### src/design/cldq_pkg.sv
`default_nettype none

package cldq_pkg;

  localparam int DEPTH    = 16;
  localparam int CYL_BITS = 16;
  localparam int PID_BITS = 16;
  localparam int IDX_W    = $clog2(DEPTH);
  localparam int CNT_W    = $clog2(DEPTH + 1);
  localparam int SLOT_W   = CYL_BITS + PID_BITS;

  typedef enum logic [1:0] {
    CMD_ENQ  = 2'd0,
    CMD_DEQ  = 2'd1,
    CMD_KILL = 2'd2,
    CMD_NOP  = 2'd3
  } cldq_cmd_e;

  typedef enum logic [1:0] {
    ST_OK   = 2'd0,
    ST_MISS = 2'd1,
    ST_FULL = 2'd2
  } cldq_status_e;

  typedef enum logic {
    S_IDLE,
    S_SCAN
  } cldq_state_e;

  typedef struct packed {
    logic [1:0]  command;
    logic [15:0] request_cylinder;
    logic [15:0] request_pid;
  } cldq_in_t;

  typedef struct packed {
    logic [1:0]  status;
    logic [15:0] out_pid;
    logic [15:0] out_cylinder;
    logic [4:0]  occupancy;
  } cldq_out_t;

  typedef struct packed {
    logic [CYL_BITS-1:0] cyl;
    logic [PID_BITS-1:0] pid;
  } cldq_slot_t;

  typedef struct packed {
    logic             we;
    logic [IDX_W-1:0] waddr;
    cldq_slot_t       wdata;
    logic             re;
    logic [IDX_W-1:0] raddr;
  } cldq_ram_req_t;

  // Input cylinder taken modulo 2^CYL_BITS.
  function automatic logic [CYL_BITS-1:0] cyl_from_field(input logic [15:0] f);
    logic [CYL_BITS+15:0] t;
    t = {{CYL_BITS{1'b0}}, f};
    return t[CYL_BITS-1:0];
  endfunction

  function automatic logic [15:0] cyl_to_field(input logic [CYL_BITS-1:0] c);
    logic [CYL_BITS+15:0] t;
    t = {16'd0, c};
    return t[15:0];
  endfunction

  function automatic logic [4:0] count_to_field(input logic [CNT_W-1:0] c);
    logic [CNT_W+4:0] t;
    t = {5'd0, c};
    return t[4:0];
  endfunction

endpackage

`default_nettype wire

### src/design/cldq_slot_ram.sv
`default_nettype none

module cldq_slot_ram #(
  parameter int DATA_W = 32,
  parameter int DEPTH  = 16,
  parameter int ADDR_W = 4
) (
  input  wire logic              clk,
  input  wire logic              we,
  input  wire logic [ADDR_W-1:0] waddr,
  input  wire logic [DATA_W-1:0] wdata,
  input  wire logic              re,
  input  wire logic [ADDR_W-1:0] raddr,
  output logic      [DATA_W-1:0] rdata
);

  logic [DATA_W-1:0] mem [DEPTH];

  always_ff @(posedge clk) begin
    if (we) begin
      mem[waddr] <= wdata;
    end
  end

  always_ff @(posedge clk) begin
    if (re) begin
      rdata <= mem[raddr];
    end
  end

endmodule

`default_nettype wire

### src/design/cldq_seq.sv
`default_nettype none

module cldq_seq (
  input  wire logic                    clk,
  input  wire logic                    rst_n,
  input  wire logic                    in_valid,
  output logic                         in_stall,
  input  wire cldq_pkg::cldq_in_t      in_data,
  input  wire logic                    res_ok,
  output logic                         res_valid,
  output cldq_pkg::cldq_out_t          res_data,
  output cldq_pkg::cldq_ram_req_t      ram_req,
  input  wire cldq_pkg::cldq_slot_t    ram_rdata
);

  import cldq_pkg::*;

  cldq_state_e         state_r, state_nxt;
  cldq_cmd_e           op_r, op_nxt;
  logic [CYL_BITS-1:0] cyl_r, cyl_nxt;
  logic [PID_BITS-1:0] pid_r, pid_nxt;
  logic [CNT_W-1:0]    idx_r, idx_nxt;
  logic [CNT_W-1:0]    count_r, count_nxt;
  cldq_slot_t          carry_r, carry_nxt;
  cldq_slot_t          hit_r, hit_nxt;
  logic                ins_r, ins_nxt;
  logic                up_r, up_nxt;
  logic                wrapped_r, wrapped_nxt;
  logic [CYL_BITS-1:0] prev_r, prev_nxt;
  logic                full_r, full_nxt;

  logic             at_end;
  logic             is_remove;
  logic             wrap_now;
  logic             place;
  logic [CNT_W-1:0] idx_inc;
  logic [CNT_W-1:0] idx_dec;

  always_ff @(posedge clk) begin
    if (!rst_n) begin
      state_r <= S_IDLE;
      count_r <= '0;
    end else begin
      state_r <= state_nxt;
      count_r <= count_nxt;
    end
  end

  always_ff @(posedge clk) begin
    op_r      <= op_nxt;
    cyl_r     <= cyl_nxt;
    pid_r     <= pid_nxt;
    idx_r     <= idx_nxt;
    carry_r   <= carry_nxt;
    hit_r     <= hit_nxt;
    ins_r     <= ins_nxt;
    up_r      <= up_nxt;
    wrapped_r <= wrapped_nxt;
    prev_r    <= prev_nxt;
    full_r    <= full_nxt;
  end

  assign idx_inc   = idx_r + CNT_W'(1);
  assign idx_dec   = idx_r - CNT_W'(1);
  assign is_remove = (op_r == CMD_DEQ) || (op_r == CMD_KILL);
  assign at_end    = (idx_r == count_r) || (op_r == CMD_NOP) || full_r;
  assign wrap_now  = wrapped_r || (ram_rdata.cyl < prev_r);
  assign place     = up_r ? (wrap_now || (ram_rdata.cyl > cyl_r))
                          : (wrap_now && (ram_rdata.cyl > cyl_r));

  always_comb begin
    state_nxt   = state_r;
    op_nxt      = op_r;
    cyl_nxt     = cyl_r;
    pid_nxt     = pid_r;
    idx_nxt     = idx_r;
    count_nxt   = count_r;
    carry_nxt   = carry_r;
    hit_nxt     = hit_r;
    ins_nxt     = ins_r;
    up_nxt      = up_r;
    wrapped_nxt = wrapped_r;
    prev_nxt    = prev_r;
    full_nxt    = full_r;
    in_stall    = 1'b1;
    res_valid   = 1'b0;
    ram_req     = '0;

    unique case (state_r)
      S_IDLE: begin
        in_stall = 1'b0;
        if (in_valid) begin
          state_nxt     = S_SCAN;
          op_nxt        = cldq_cmd_e'(in_data.command);
          cyl_nxt       = cyl_from_field(in_data.request_cylinder);
          pid_nxt       = in_data.request_pid;
          carry_nxt.cyl = cyl_from_field(in_data.request_cylinder);
          carry_nxt.pid = in_data.request_pid;
          idx_nxt       = '0;
          ins_nxt       = 1'b0;
          wrapped_nxt   = 1'b0;
          full_nxt      = (cldq_cmd_e'(in_data.command) == CMD_ENQ)
                          && (count_r == CNT_W'(DEPTH));
          ram_req.re    = 1'b1;
          ram_req.raddr = '0;
        end
      end
      S_SCAN: begin
        if (at_end) begin
          if (res_ok) begin
            res_valid = 1'b1;
            state_nxt = S_IDLE;
            if ((op_r == CMD_ENQ) && !full_r) begin
              // The last carried slot lands one past the old tail.
              ram_req.we    = 1'b1;
              ram_req.waddr = idx_r[IDX_W-1:0];
              ram_req.wdata = carry_r;
              count_nxt     = count_r + CNT_W'(1);
            end else if (is_remove && ins_r) begin
              count_nxt = count_r - CNT_W'(1);
            end
          end
        end else begin
          idx_nxt       = idx_inc;
          ram_req.re    = 1'b1;
          ram_req.raddr = idx_inc[IDX_W-1:0];
          if (op_r == CMD_ENQ) begin
            if (ins_r) begin
              ram_req.we    = 1'b1;
              ram_req.waddr = idx_r[IDX_W-1:0];
              ram_req.wdata = carry_r;
              carry_nxt     = ram_rdata;
            end else if (idx_r == '0) begin
              up_nxt   = cyl_r > ram_rdata.cyl;
              prev_nxt = ram_rdata.cyl;
            end else begin
              wrapped_nxt = wrap_now;
              prev_nxt    = ram_rdata.cyl;
              if (place) begin
                ram_req.we    = 1'b1;
                ram_req.waddr = idx_r[IDX_W-1:0];
                ram_req.wdata = carry_r;
                carry_nxt     = ram_rdata;
                ins_nxt       = 1'b1;
              end
            end
          end else begin
            if (ins_r) begin
              // Close the gap: each later slot moves down by one.
              ram_req.we    = 1'b1;
              ram_req.waddr = idx_dec[IDX_W-1:0];
              ram_req.wdata = ram_rdata;
            end else if ((op_r == CMD_DEQ) || (ram_rdata.pid == pid_r)) begin
              ins_nxt = 1'b1;
              hit_nxt = ram_rdata;
            end
          end
        end
      end
      default: begin
        state_nxt = S_IDLE;
      end
    endcase
  end

  always_comb begin
    res_data.occupancy = count_to_field(count_nxt);
    if (full_r) begin
      res_data.status = ST_FULL;
    end else if (is_remove && !ins_r) begin
      res_data.status = ST_MISS;
    end else begin
      res_data.status = ST_OK;
    end
    if (is_remove && ins_r) begin
      res_data.out_pid      = hit_r.pid;
      res_data.out_cylinder = cyl_to_field(hit_r.cyl);
    end else begin
      res_data.out_pid      = '0;
      res_data.out_cylinder = '0;
    end
  end

  a_no_same_addr: assert property (@(posedge clk) disable iff (!rst_n)
    (ram_req.we && ram_req.re) |-> (ram_req.waddr != ram_req.raddr))
    else $error("slot written and read at the same address");

  a_count_bound: assert property (@(posedge clk) disable iff (!rst_n)
    count_r <= CNT_W'(DEPTH))
    else $error("entry count above queue depth");

  a_count_only_at_done: assert property (@(posedge clk) disable iff (!rst_n)
    !res_valid |=> $stable(count_r))
    else $error("entry count changed without a finished transaction");

  a_accept_starts_scan: assert property (@(posedge clk) disable iff (!rst_n)
    (in_valid && !in_stall) |=> (state_r == S_SCAN))
    else $error("accepted transaction did not start a scan");

  a_done_not_idle: assert property (@(posedge clk) disable iff (!rst_n)
    res_valid |=> (state_r == S_IDLE) && !$past(in_valid && !in_stall))
    else $error("result produced outside a running scan");

endmodule

`default_nettype wire

### src/design/c_look_disk_request_queue_top.sv
`default_nettype none

// C-LOOK disk request queue.
// Input channel (in_valid, in_stall, in_data): each transaction carries a
// command (enqueue, dequeue head, kill by process id), a cylinder and a
// process id. Output channel (out_valid, out_stall, out_data): exactly one
// result per input transaction, in order, with status, the removed request
// and the occupancy after the command.
// The requests live in one synchronous slot RAM. A command walks the queue
// from the head, one slot per cycle, and moves slots up or down in the same
// pass; a no-op or a refused enqueue skips the walk. The walk goes over the
// RAM's single read port; a new transaction is taken once the previous walk
// ends, even while its result still waits in the output register.
// When out_stall holds a result, a finished walk waits until the output
// register is free. Reset (rst_n low, synchronous) empties the queue and
// drops any pending result; slot contents are not cleared.
module c_look_disk_request_queue_top (
  input  wire logic                 clk,
  input  wire logic                 rst_n,
  input  wire logic                 in_valid,
  output logic                      in_stall,
  input  wire cldq_pkg::cldq_in_t   in_data,
  output logic                      out_valid,
  input  wire logic                 out_stall,
  output cldq_pkg::cldq_out_t       out_data
);

  import cldq_pkg::*;

  cldq_ram_req_t ram_req;
  cldq_slot_t    ram_rdata;
  logic          res_valid;
  cldq_out_t     res_data;
  logic          res_ok;
  logic          out_valid_r, out_valid_nxt;
  cldq_out_t     out_data_r, out_data_nxt;

  cldq_slot_ram #(
    .DATA_W (SLOT_W),
    .DEPTH  (DEPTH),
    .ADDR_W (IDX_W)
  ) u_ram (
    .clk   (clk),
    .we    (ram_req.we),
    .waddr (ram_req.waddr),
    .wdata (ram_req.wdata),
    .re    (ram_req.re),
    .raddr (ram_req.raddr),
    .rdata (ram_rdata)
  );

  cldq_seq u_seq (
    .clk       (clk),
    .rst_n     (rst_n),
    .in_valid  (in_valid),
    .in_stall  (in_stall),
    .in_data   (in_data),
    .res_ok    (res_ok),
    .res_valid (res_valid),
    .res_data  (res_data),
    .ram_req   (ram_req),
    .ram_rdata (ram_rdata)
  );

  assign res_ok = !out_valid_r || !out_stall;

  always_comb begin
    out_valid_nxt = out_valid_r;
    out_data_nxt  = out_data_r;
    if (res_valid) begin
      out_valid_nxt = 1'b1;
      out_data_nxt  = res_data;
    end else if (!out_stall) begin
      out_valid_nxt = 1'b0;
    end
  end

  always_ff @(posedge clk) begin
    if (!rst_n) begin
      out_valid_r <= 1'b0;
    end else begin
      out_valid_r <= out_valid_nxt;
    end
  end

  always_ff @(posedge clk) begin
    out_data_r <= out_data_nxt;
  end

  assign out_valid = out_valid_r;
  assign out_data  = out_data_r;

endmodule

`default_nettype wire
### config.mk
export PLATFORM = sky130hd
export DESIGN_NAME = c_look_disk_request_queue_top
export DESIGN_NICKNAME = d
export VERILOG_FILES = /design/src/design/cldq_pkg.sv /design/src/design/cldq_slot_ram.sv /design/src/design/cldq_seq.sv /design/src/design/c_look_disk_request_queue_top.sv
export SDC_FILE = /design/constraint.sdc
export NUM_CORES = 1
export LEC_CHECK = 0
export BUFFER_PORTS_ARGS = -buffer_cell sky130_fd_sc_hd__buf_2
export CORE_AREA = 2 2 220 244
export CTS_BUF_LIST = sky130_fd_sc_hd__clkbuf_8
export CTS_CLUSTER_SIZE = 12
export DETAILED_ROUTE_END_ITERATION = 16
export DIE_AREA = 0 0 222 246
export PLACE_DENSITY = 0.75
export SYNTH_ARGS = -nofsm -noshare
export SYNTH_HDL_FRONTEND = slang
export SYNTH_HIERARCHICAL = 1
export SYNTH_SLANG_ARGS = --single-unit
### constraint.sdc
create_clock -name clk -period 6.1 [get_ports clk]
set_clock_uncertainty 0.15 [all_clocks]
set_input_delay 1.525 -clock clk [delete_from_list [all_inputs] [get_ports clk]]
set_output_delay 1.525 -clock clk [all_outputs]
set_load 0.05 [all_outputs]
==> metrics.txt <==
status=completed; area share of the largest cell type after synthesis=0.748; hold_buf cts=0; post-synthesis async set-or-reset flop share=0; RSZ-0062 raised after global routing=no; total of max-cap violations=0; Final Max Tran Viols=0; min-delay worst type=reg2reg; postcts setup bufs=0; drt wl/cell=25.7 um; aggregate global routing overflow=0; Reg2Reg Setup Slack=1.08 ns; crit share post-route=0.823; share of layout cells above drive strength 1=0.286; largest net degree at the start of global routing=81; Worst IR Drop VDD=0.165 mV; Hold Crit Depth=0; # resized after CTS=0; CP max FO=22; Setup violations, final=0; DR vias=14400; hold endpoint=u_seq/hit_r[5]; core box area=52100 sq um; Non-Filler Instances=2373; clock slew at reported path FFs=0.07 ns; Post-DRT Antenna Nets=0; GP Congestion=0.818; DRT Wirelength=60.9 mm; initial antenna violation count=1; mapped cell area=28300 sq um; FF-to-FF path depth=13; leading area contributor after synthesis=edfxtp_1; synthesis-to-finish area growth=11.7%; Synth area leaders=edfxtp_1 75%, mux4_2 10%, a22oi_1 2.6%, ha_1 1.8%, mux2_2 1.3%; vias in the first global route=15000; CTS Buf Count=108; Worst slew margin=0.158; root buffer cell=clkbuf_8; worst-margin pin slew=1.26 ns; fin worst setup slack=1.08 ns; Final min period=5.02 ns; R2R Path End=u_ram/mem[13][22]; H-tree levels=3; clk sinks=713; Data arrival, critical path=5.20 ns; Starting Density=0.544; die height=246 um; DRC viols=0; Cell Rows=88; synth unique cells=61; Avg Inst Size Synth=19.6 sq um; post-place setup slack=1.20 ns; Clock Latency Late Sink=0.71 ns; Yosys reg bits=713; total track usage=0.228; Synth Flop Type=edfxtp_1; crit path kind=reg2reg; Horiz. Die Dim=222 um; Commonest cells post-synth=706 x edfxtp_1, 128 x mux4_2, 98 x a22oi_1; CP Capture Type=flip-flop; Post-DP Area=29700 sq um; CTS tree=yes; setup TNS=0 ns; number of synthesis warnings=6; DRT iter0 DRCs=1453; Buffers on Ports=78; Max Freq=0.199 GHz; WP data required=6.28 ns; sequential fraction of the synthesis area=0.753; die area=54600 sq um; First-pass DRT Iterations=7; placed cell count=2173; LEAKAGE=10.7 nW; synthesized net count=1523; fin area=31600 sq um; HP Start=u_ram/rdata[5]; library cell with the highest instance count after synthesis=edfxtp_1; final hold violations=0; Finished Core Util=0.608; Net count, final=1686; reg2reg start=u_ram/rdata[30]; synthesized instance count=1445; P per Cell Area=312 nW/um^2; Post-synth EDFFs=706; Setup crit start kind=flip-flop; Clock Path Buffers=3; Vias/cell=6.05; first-pass GRT wire length=91.5 mm; I/O pin count=79; post-DP HPWL=36.0 mm
sequential cells by signal, summed over array words and instances, names as in the netlist:
register	flops
u_seq/hit_r	32
u_seq/full_r	1
u_seq/op_r	2
u_seq/ins_r	1
u_ram/rdata	32
u_seq/count_r	5
u_seq/idx_r	5
u_seq/cyl_r	16
out_data	39
u_seq/carry_r	32
u_seq/wrapped_r	1
out_valid	1
u_seq/pid_r	16
u_seq/state_r	1
u_seq/up_r	1
u_seq/prev_r	16
u_ram/mem	512
metrics by stage:
step	hold WS [ns]	total power, W
5_1_grt	0.413	0.0102
6_report	0.387	0.00986
3_3_place_gp	0.366	0.00644
4_1_cts	0.397	0.00994
3_5_place_dp	0.372	0.00647
2_1_floorplan	0.340	0.00621
kinds of logic (layout without fill, tap and decap cells):
logic type / after synthesis / count (layout) / synth area share
simple gates: 177 / 177 / 0.0333
fa+ha+maj: 40 / 40 / 0.0177
mux: 160 / 160 / 0.114
xor+xnor: 29 / 29 / 0.00897
other cells: 0 / 1 / 0
flops: 713 / 713 / 0.753
buf+inv: 144 / 396 / 0.0236
compound gates: 182 / 182 / 0.0486
layer usage:
layer / wire length [um] / vias up / track usage
li1: - / 6189 / -
met1: 24200 / 7478 / 0.304
met2: 30500 / 621 / 0.380
met3: 4960 / 76 / 0.0454
met4: 1250 / 0 / 0.0801
met5: 0 / - / 0
cells in the final DEF (no fill, tap or decap), types with 5 or more instances in the layout:
cell      Yosys  layout
nor2_4        1      14
nor2_1       31      17
clkinv_2      0      18
o21ai_0      13      11
mux4_2      128     128
dfxtp_1       7       6
nand2b_1      6       6
ha_1         40      40
clkbuf_8      1     108
buf_2         8      78
nand4_1       9       9
mux2_2       32      32
nor3_1        9       5
buf_4        13      37
o21ai_1       3       5
edfxtp_1    706     706
xnor2_1      22      22
xor2_1        7       7
a22oi_1      98      98
inv_1        74     106
clkinv_1      1      33
o21ai_2      27      27
nand3_1       6       6
buf_12        0       6
and3_1       33      32
a21oi_1      21      21
nand2_1      51      50
nor3_2        1       5
and2_1        7       7
cell type report:
type	instances	area, sq um
flip-flops and latches	713	21300
repair buffers	121	788
clock buffers	108	1490
fillers	3706	20400
diodes	1	2.50
inverters	76	285
multi-input cells	588	6460
well taps	675	845
clock inverters	91	434
power breakdown:
group          internal (W)  switching, W  total, W
logic              0.000263      0.000472  0.000735
clock network       0.00170       0.00179   0.00349
registers           0.00554     0.0000952   0.00563
total               0.00750       0.00235   0.00986
how the worst max path moves through the flow:
stage | startpoint | end | slack [ns] | cells after the start
final | u_ram/rdata[30] | u_ram/mem[13][22] | 1.08 | 13
after global routing | u_ram/rdata[30] | u_ram/mem[13][22] | 0.85 | 13
after floorplan | out_stall | u_ram/mem[0][0] | 0.37 | 8
after global placement | u_ram/rdata[21] | u_ram/mem[13][7] | 1.39 | 13
after detailed placement | u_ram/rdata[30] | u_ram/mem[13][18] | 1.20 | 13
after CTS | u_ram/rdata[30] | u_ram/mem[13][21] | 1.18 | 13
critical path: stages, from the launching register on:
cell      delay (ns)
edfxtp_1        0.44
inv_1           0.08
ha_1            0.33
a21oi_1         0.15
nand2_1         0.10
a221o_1         0.35
a211o_2         0.35
nor2_1          0.23
o31ai_4         0.11
buf_4           0.30
a31oi_1         0.70
nand2b_1        0.43
nor2_4          0.47
buf_4           0.45
(Power assumes the default switching activity.)
